$ cat src/rtl/lchr_pkg.sv
// Package for the light color hold reviser: sizes, color codes, register
// indexes, reset values, in and out transaction structs, config struct.
// No dependencies.
package lchr_pkg;

    localparam int CLEAR_LIMIT = 10;
    localparam int TABLE_DEPTH = CLEAR_LIMIT + 1;
    localparam int SLOT_W      = $clog2(TABLE_DEPTH);
    localparam int COUNT_W     = $clog2(TABLE_DEPTH + 1);

    localparam int ID_W    = 32;
    localparam int COLOR_W = 3;
    localparam int TIME_W  = 48;

    localparam int CFG_INDEX_W = 2;
    localparam int CFG_DATA_W  = 48;

    localparam logic [COLOR_W-1:0] COLOR_UNKNOWN = 3'd0;
    localparam logic [COLOR_W-1:0] COLOR_RED     = 3'd1;
    localparam logic [COLOR_W-1:0] COLOR_GREEN   = 3'd2;
    localparam logic [COLOR_W-1:0] COLOR_YELLOW  = 3'd3;
    localparam logic [COLOR_W-1:0] COLOR_BLACK   = 3'd4;

    localparam logic [CFG_INDEX_W-1:0] REG_ENABLE       = 2'd0;
    localparam logic [CFG_INDEX_W-1:0] REG_BLINK_WINDOW = 2'd1;

    localparam logic              ENABLE_RESET       = 1'b1;
    localparam logic [TIME_W-1:0] BLINK_WINDOW_RESET = 48'd1500000;

    typedef struct packed {
        logic [ID_W-1:0]    light_id;
        logic [COLOR_W-1:0] light_color;
        logic [TIME_W-1:0]  frame_time;
    } lchr_in_t;

    typedef struct packed {
        logic [COLOR_W-1:0] revised_color;
        logic               was_revised;
    } lchr_out_t;

    typedef struct packed {
        logic              enable;
        logic [TIME_W-1:0] blink_window;
    } lchr_cfg_t;

endpackage

$ cat src/rtl/lchr_table.sv
// Light table with parallel lookup, color revision and in-place update.
// Depends on lchr_pkg.
module lchr_table
    import lchr_pkg::*;
(
    input  logic      clk,
    input  logic      rst_n,
    input  logic      fire,
    input  lchr_in_t  item,
    input  lchr_cfg_t cfg,
    output lchr_out_t result
);

    logic [TABLE_DEPTH-1:0] valid_reg;
    logic [TABLE_DEPTH-1:0] valid_next;
    logic [COUNT_W-1:0]     count_reg;
    logic [COUNT_W-1:0]     count_next;
    logic [ID_W-1:0]        id_reg    [TABLE_DEPTH];
    logic [COLOR_W-1:0]     color_reg [TABLE_DEPTH];
    logic [TIME_W-1:0]      time_reg  [TABLE_DEPTH];

    logic [TABLE_DEPTH-1:0] match;
    logic                   hit;
    logic [SLOT_W-1:0]      hit_slot;
    logic [COLOR_W-1:0]     hit_color;
    logic [TIME_W-1:0]      hit_time;
    logic                   time_nz;
    logic                   is_red_green;
    logic                   is_yellow;
    logic                   is_dark;
    logic                   yellow_hold;
    logic                   do_store;
    logic                   table_full;
    logic [TIME_W-1:0]      elapsed;
    logic                   in_window;
    logic [COLOR_W-1:0]     color_out;
    logic [SLOT_W-1:0]      wr_slot;
    logic                   wr_id;
    logic                   wr_color;
    logic                   wr_time;

    always_comb
    begin
        hit_slot  = '0;
        hit_color = '0;
        hit_time  = '0;
        for (int i = 0; i < TABLE_DEPTH; i++)
        begin
            match[i] = valid_reg[i] && (id_reg[i] == item.light_id);
        end
        for (int i = TABLE_DEPTH - 1; i >= 0; i--)
        begin
            if (match[i])
            begin
                hit_slot  = SLOT_W'(i);
                hit_color = color_reg[i];
                hit_time  = time_reg[i];
            end
        end
    end

    assign hit          = |match;
    assign time_nz      = item.frame_time != '0;
    assign is_red_green = (item.light_color == COLOR_RED) || (item.light_color == COLOR_GREEN);
    assign is_yellow    = item.light_color == COLOR_YELLOW;
    assign is_dark      = !is_red_green && !is_yellow;
    assign yellow_hold  = is_yellow && hit && time_nz && (hit_color == COLOR_RED);
    assign do_store     = is_red_green || (is_yellow && !yellow_hold);
    assign table_full   = count_reg > COUNT_W'(CLEAR_LIMIT);
    assign elapsed      = item.frame_time - hit_time;
    assign in_window    = (item.frame_time < hit_time) || (elapsed < cfg.blink_window);

    always_comb
    begin
        color_out = item.light_color;
        if (cfg.enable)
        begin
            priority if (yellow_hold)
                color_out = COLOR_RED;
            else if (is_dark && hit && time_nz && in_window)
                color_out = hit_color;
            else
                color_out = item.light_color;
        end
    end

    assign result.revised_color = color_out;
    assign result.was_revised   = color_out != item.light_color;

    // Pick the entry to write and the next occupancy.
    always_comb
    begin
        valid_next = valid_reg;
        count_next = count_reg;
        wr_slot    = hit_slot;
        wr_id      = 1'b0;
        wr_color   = 1'b0;
        wr_time    = 1'b0;
        if (fire && cfg.enable)
        begin
            if (yellow_hold)
            begin
                wr_time = 1'b1;
            end
            else if (do_store)
            begin
                wr_color = 1'b1;
                wr_time  = 1'b1;
                priority if (table_full)
                begin
                    valid_next    = '0;
                    valid_next[0] = 1'b1;
                    count_next    = COUNT_W'(1);
                    wr_slot       = '0;
                    wr_id         = 1'b1;
                end
                else if (!hit)
                begin
                    wr_slot             = count_reg[SLOT_W-1:0];
                    valid_next[wr_slot] = 1'b1;
                    count_next          = count_reg + COUNT_W'(1);
                    wr_id               = 1'b1;
                end
                else
                begin
                    wr_slot = hit_slot;
                end
            end
        end
    end

    always_ff @(posedge clk or negedge rst_n)
    begin
        if (!rst_n)
        begin
            valid_reg <= '0;
            count_reg <= '0;
        end
        else
        begin
            valid_reg <= valid_next;
            count_reg <= count_next;
        end
    end

    always_ff @(posedge clk)
    begin
        for (int i = 0; i < TABLE_DEPTH; i++)
        begin
            if (wr_slot == SLOT_W'(i))
            begin
                if (wr_id)
                    id_reg[i] <= item.light_id;
                if (wr_color)
                    color_reg[i] <= item.light_color;
                if (wr_time)
                    time_reg[i] <= item.frame_time;
            end
        end
    end

    a_count_bound: assert property (@(posedge clk) disable iff (!rst_n)
        count_reg <= COUNT_W'(TABLE_DEPTH))
        else $error("table count beyond depth");

    a_count_matches_valid: assert property (@(posedge clk) disable iff (!rst_n)
        $countones(valid_reg) == int'(count_reg))
        else $error("table count disagrees with valid entries");

    a_single_match: assert property (@(posedge clk) disable iff (!rst_n)
        $onehot0(match))
        else $error("light id present in more than one entry");

    a_disabled_frozen: assert property (@(posedge clk) disable iff (!rst_n)
        (fire && !cfg.enable) |=> ($stable(valid_reg) && $stable(count_reg)))
        else $error("table changed while disabled");

endmodule

$ cat src/rtl/light_color_hold_reviser.sv
// Top level of the light color hold reviser: channels, configuration
// registers, input and result registers. Depends on lchr_pkg, lchr_table.
//
//  channel | direction | payload    | transaction when
//  in      | to block  | lchr_in_t  | in_valid && in_ready
//  out     | from block| lchr_out_t | out_valid && out_ready
//  cfg     | to block  | index,data | cfg_valid && cfg_ready
//
// One detected light per cycle while the output is not stalled; a result
// passes the input register, then the result register, before it is valid.
// Table lookup and update finish between the two registers, so each light
// sees the table as left by the one before it.
// Reset empties the table, sets enable to 1 and the window to 1500000 us.
// A stalled output holds the result register; in_ready drops only when
// both registers are full and the output is stalled. cfg_ready is always high.
module light_color_hold_reviser
    import lchr_pkg::*;
(
    input  logic                   clk,
    input  logic                   rst_n,
    input  logic                   in_valid,
    output logic                   in_ready,
    input  lchr_in_t               in_data,
    output logic                   out_valid,
    input  logic                   out_ready,
    output lchr_out_t              out_data,
    input  logic                   cfg_valid,
    output logic                   cfg_ready,
    input  logic [CFG_INDEX_W-1:0] cfg_index,
    input  logic [CFG_DATA_W-1:0]  cfg_data
);

    logic      stage_valid_reg;
    lchr_in_t  stage_item_reg;
    logic      out_valid_reg;
    lchr_out_t out_data_reg;
    lchr_cfg_t cfg_reg;
    lchr_out_t result;
    logic      advance;
    logic      in_fire;

    assign advance   = stage_valid_reg && (!out_valid_reg || out_ready);
    assign in_ready  = !stage_valid_reg || advance;
    assign in_fire   = in_valid && in_ready;
    assign out_valid = out_valid_reg;
    assign out_data  = out_data_reg;
    assign cfg_ready = 1'b1;

    always_ff @(posedge clk or negedge rst_n)
    begin
        if (!rst_n)
        begin
            cfg_reg.enable       <= ENABLE_RESET;
            cfg_reg.blink_window <= BLINK_WINDOW_RESET;
        end
        else if (cfg_valid)
        begin
            if (cfg_index == REG_ENABLE)
                cfg_reg.enable <= cfg_data[0];
            else if (cfg_index == REG_BLINK_WINDOW)
                cfg_reg.blink_window <= cfg_data[TIME_W-1:0];
        end
    end

    always_ff @(posedge clk or negedge rst_n)
    begin
        if (!rst_n)
        begin
            stage_valid_reg <= 1'b0;
            out_valid_reg   <= 1'b0;
        end
        else
        begin
            if (in_fire)
                stage_valid_reg <= 1'b1;
            else if (advance)
                stage_valid_reg <= 1'b0;
            if (advance)
                out_valid_reg <= 1'b1;
            else if (out_ready)
                out_valid_reg <= 1'b0;
        end
    end

    always_ff @(posedge clk)
    begin
        if (in_fire)
            stage_item_reg <= in_data;
        if (advance)
            out_data_reg <= result;
    end

    lchr_table u_table (
        .clk    (clk),
        .rst_n  (rst_n),
        .fire   (advance),
        .item   (stage_item_reg),
        .cfg    (cfg_reg),
        .result (result)
    );

    a_no_overwrite: assert property (@(posedge clk) disable iff (!rst_n)
        (out_valid_reg && !out_ready) |-> !advance)
        else $error("result register overwritten while stalled");

    a_stall_holds_stage: assert property (@(posedge clk) disable iff (!rst_n)
        (stage_valid_reg && !advance) |=> (stage_valid_reg && $stable(stage_item_reg)))
        else $error("input register lost a pending light");

    a_advance_fills_out: assert property (@(posedge clk) disable iff (!rst_n)
        advance |=> out_valid_reg)
        else $error("result register not loaded");

endmodule

$ cat config.mk
export PLATFORM = sky130hd
export DESIGN_NAME = light_color_hold_reviser
export DESIGN_NICKNAME = d
export VERILOG_FILES = /design/src/rtl/lchr_pkg.sv /design/src/rtl/lchr_table.sv /design/src/rtl/light_color_hold_reviser.sv
export SDC_FILE = /design/constraint.sdc
export NUM_CORES = 2
export LEC_CHECK = 0
export CAP_MARGIN = 25
export CORE_ASPECT_RATIO = 0.9
export CORE_MARGIN = 2
export CORE_UTILIZATION = 50
export CTS_BUF_LIST = sky130_fd_sc_hd__clkbuf_8
export DETAILED_ROUTE_END_ITERATION = 10
export DONT_BUFFER_PORTS = 1
export MAX_ROUTING_LAYER = met4
export PLACE_DENSITY_LB_ADDON = 0.08
export SLEW_MARGIN = 20
export SYNTH_ARGS = -nofsm -noshare
export SYNTH_HDL_FRONTEND = slang
export SYNTH_SLANG_ARGS = --single-unit
export TNS_END_PERCENT = 100
$ cat constraint.sdc
create_clock -name clk -period 11.1 [get_ports clk]
set_input_delay 1.665 -clock clk [delete_from_list [all_inputs] [get_ports clk]]
set_output_delay 1.665 -clock clk [all_outputs]
set_load 0.01 [all_outputs]
==> results.json <==
{
  "status": "complete, no violations",
  "multi_input_area_um2": 14700,
  "fp-row-count": 107,
  "place_ws_ps": 1610,
  "cts_root_buf": "clkbuf_8",
  "cts_tree": "built",
  "grt_pass1_vias": 29700,
  "register_area_um2": 31700,
  "slowest_stage": "edfxtp_1",
  "routed.top_layer": "met4",
  "most-common-layout-cells": "edfxtp_1, o21ai_0, nand2_1, inv_1, xnor2_1",
  "cp.arrival_ps": 10420,
  "p_leak_nw": 18.8,
  "drt-met1-wl_mm": 62.2,
  "die_x_um": 328,
  "top_level_ports": 145,
  "wl_met2_mm": 56.9,
  "postCtsHoldBufs": 0,
  "cpPeakStageDelay_ps": 810,
  "core_area_um2": 94300,
  "wl_met3_mm": 14.6,
  "nNetsFinal": 3905,
  "antenna_left": 0,
  "total_power_mw": 8.54,
  "viasPerCell": 5.92,
  "drv_slew": 0,
  "crit_type": "register to register",
  "setup_viol": 0,
  "synth_top_area_share_pct": 63.4,
  "placed_cell_area_um2": 49500,
  "syn_area_um2": 47400,
  "drt_iter0_markers": 3244,
  "yosys_warnings": 0,
  "relSlewSlack_pct": 25.9,
  "final_area_um2": 52700,
  "synth-seq-area-share_pct": 66.9,
  "fin_crit_ps": 9760,
  "r2r_start": "stage_item_reg[52]$_DFFE_PP_",
  "rsz0062_at_grt": "no",
  "clk_pin_slew_ps": 60,
  "fmax_mhz": 102,
  "rr_worst_depth": 36,
  "gr-total-overflow": 0,
  "cts.sinks": 1066,
  "clk_latency_ps": 870,
  "initial_core_util_pct": 50.3,
  "fin_crit_sh_pct": 88.0,
  "end_kind": "register",
  "vdd_drop_max_uv": 119,
  "drc": 0,
  "antenna_found_initial": 13,
  "hold_viol_final": 0,
  "hp-class": "input pin to async pin",
  "layout-drive-gt1-share_pct": 12.0,
  "syn_to_final_growth_pct": 11.2,
  "fin_skew_ps": 49.3,
  "routed_wl_mm": 137,
  "grt_start_max_net_pins": 68,
  "reg2reg_to": "out_data[1]$_DFFE_PP_",
  "setup_ws_ps": 1340,
  "htree_levels": 4,
  "ys_types": 80,
  "die_y_um": 296,
  "largest_reg_flops": 528,
  "layout_commonest_cell": "edfxtp_1",
  "p_per_area_nw_per_um2": 162,
  "synth.area.top_cells": "edfxtp_1, xnor2_1, xor2_1",
  "post_cts.repair.setup_buffers": 0,
  "grt_first_pass_wirelength_mm": 199,
  "drv_cap": 0,
  "wire_per_inst_um": 27.1,
  "synth_flop_cell": "edfxtp_1",
  "setup-tns-final_ps": 0,
  "worstMarginPinSlew_ps": 1100,
  "critPathLaunchType": "register",
  "ctsResizeCount": 0,
  "clockBufferDepth": 3,
  "port_buffers": 0,
  "dr_total_vias": 30100,
  "synthCells": 3510,
  "die-area_um2": 97200,
  "worstPathMaxFanout": 17,
  "globalplace.congestion": 0.928,
  "cts_buffers": 176,
  "yosys.area.top_type": "edfxtp_1",
  "reg2reg_slack_ps": 1340,
  "synth_edf_count": 1000,
  "ys_ff_latch": 1066,
  "grtUsageTotal_pct": 29.2,
  "cp_top_family": "simple AND/OR/NAND/NOR gates",
  "syn_area_per_cell_um2": 13.5,
  "firstDrtPassIters": 5,
  "path_buf_inv": 3,
  "required_ps": 11760,
  "syn-num-nets": 3748,
  "place_hpwl_mm": 88.9,
  "n_fill_cell": 7873,
  "async_flop_share_pct": 6.19
}
==> through the flow <==
step	util (%)	hold WS, ps	instances
finish	55.9	497	5073
CTS	55.9	427	5059
floorplan	-	449	3510
global placement	52.5	470	4742
detailed placement	52.5	489	4742
global route	55.9	461	5072
==> synth_stat cells, types with 12 or more instances <==
cell,number
a2111oi_0,15
a21o_1,39
a21oi_1,135
a31oi_1,22
and3_1,16
buf_1,19
buf_2,33
clkbuf_1,87
dfrtp_1,55
edfxtp_1,1000
ha_1,99
inv_1,144
mux2_2,52
mux2i_1,119
nand2_1,214
nand2b_1,32
nand3_1,81
nand4_1,91
nor2_1,220
nor2b_1,19
nor3_1,74
nor4_1,90
o211ai_1,32
o21a_1,12
o21ai_0,237
or4_1,15
xnor2_1,202
xor2_1,186
==> logic make-up (layout without fill, tap and decap cells) <==
group / after synthesis / after routing / share of synthesized area (%)
mux: 171 / 171 / 3.75
buf+inv: 285 / 581 / 2.36
fa+ha+maj: 100 / 100 / 2.66
xor+xnor: 388 / 388 / 7.17
flops: 1066 / 1066 / 66.9
compound gates: 578 / 578 / 7.38
other cells: 1 / 15 / 0.00791
simple gates: 921 / 921 / 9.78
==> power breakdown <==
part | total (mW) | leakage, nW | internal, mW | switching, mW
Clock | 3.17 | 1.87 | 1.58 | 1.59
Combinational | 0.685 | 7.10 | 0.248 | 0.437
Sequential | 4.68 | 9.82 | 4.54 | 0.145
==> worst max-delay path by stage <==
stage,from,endpoint,slack (ps),cells after the start
2_1_floorplan,stage_item_reg[53]$_DFFE_PP_,out_data[1]$_DFFE_PP_,3000,42
3_3_place_gp,stage_item_reg[52]$_DFFE_PP_,out_data[2]$_DFFE_PP_,1630,35
3_5_place_dp,stage_item_reg[52]$_DFFE_PP_,out_data[1]$_DFFE_PP_,1610,36
4_1_cts,stage_item_reg[69]$_DFFE_PP_,out_data[1]$_DFFE_PP_,1510,42
5_1_grt,stage_item_reg[52]$_DFFE_PP_,out_data[1]$_DFFE_PP_,670,37
6_report,stage_item_reg[52]$_DFFE_PP_,out_data[1]$_DFFE_PP_,1340,36
==> per-layer routing <==
layer | up-vias | global-route usage (%)
met1 | 15000 | 41.5
met3 | 231 | 9.40
li1 | 13500 | -
met2 | 1392 | 39.3
met4 | 0 | 9.91
met5 | - | -
==> final cells by class <==
| type | count | share of cell area [%] |
|---|---|---|
| inverter | 144 | 1.03 |
| tap | 1253 | 2.98 |
| timing repair buffer | 120 | 1.78 |
| clock inverter | 137 | 1.32 |
| clock buffer | 180 | 4.70 |
| sequential | 1066 | 60.1 |
| antenna | 14 | 0.0665 |
| multi-input combinational | 2159 | 28.0 |
Note: power is estimated with default switching activity, not from simulation.
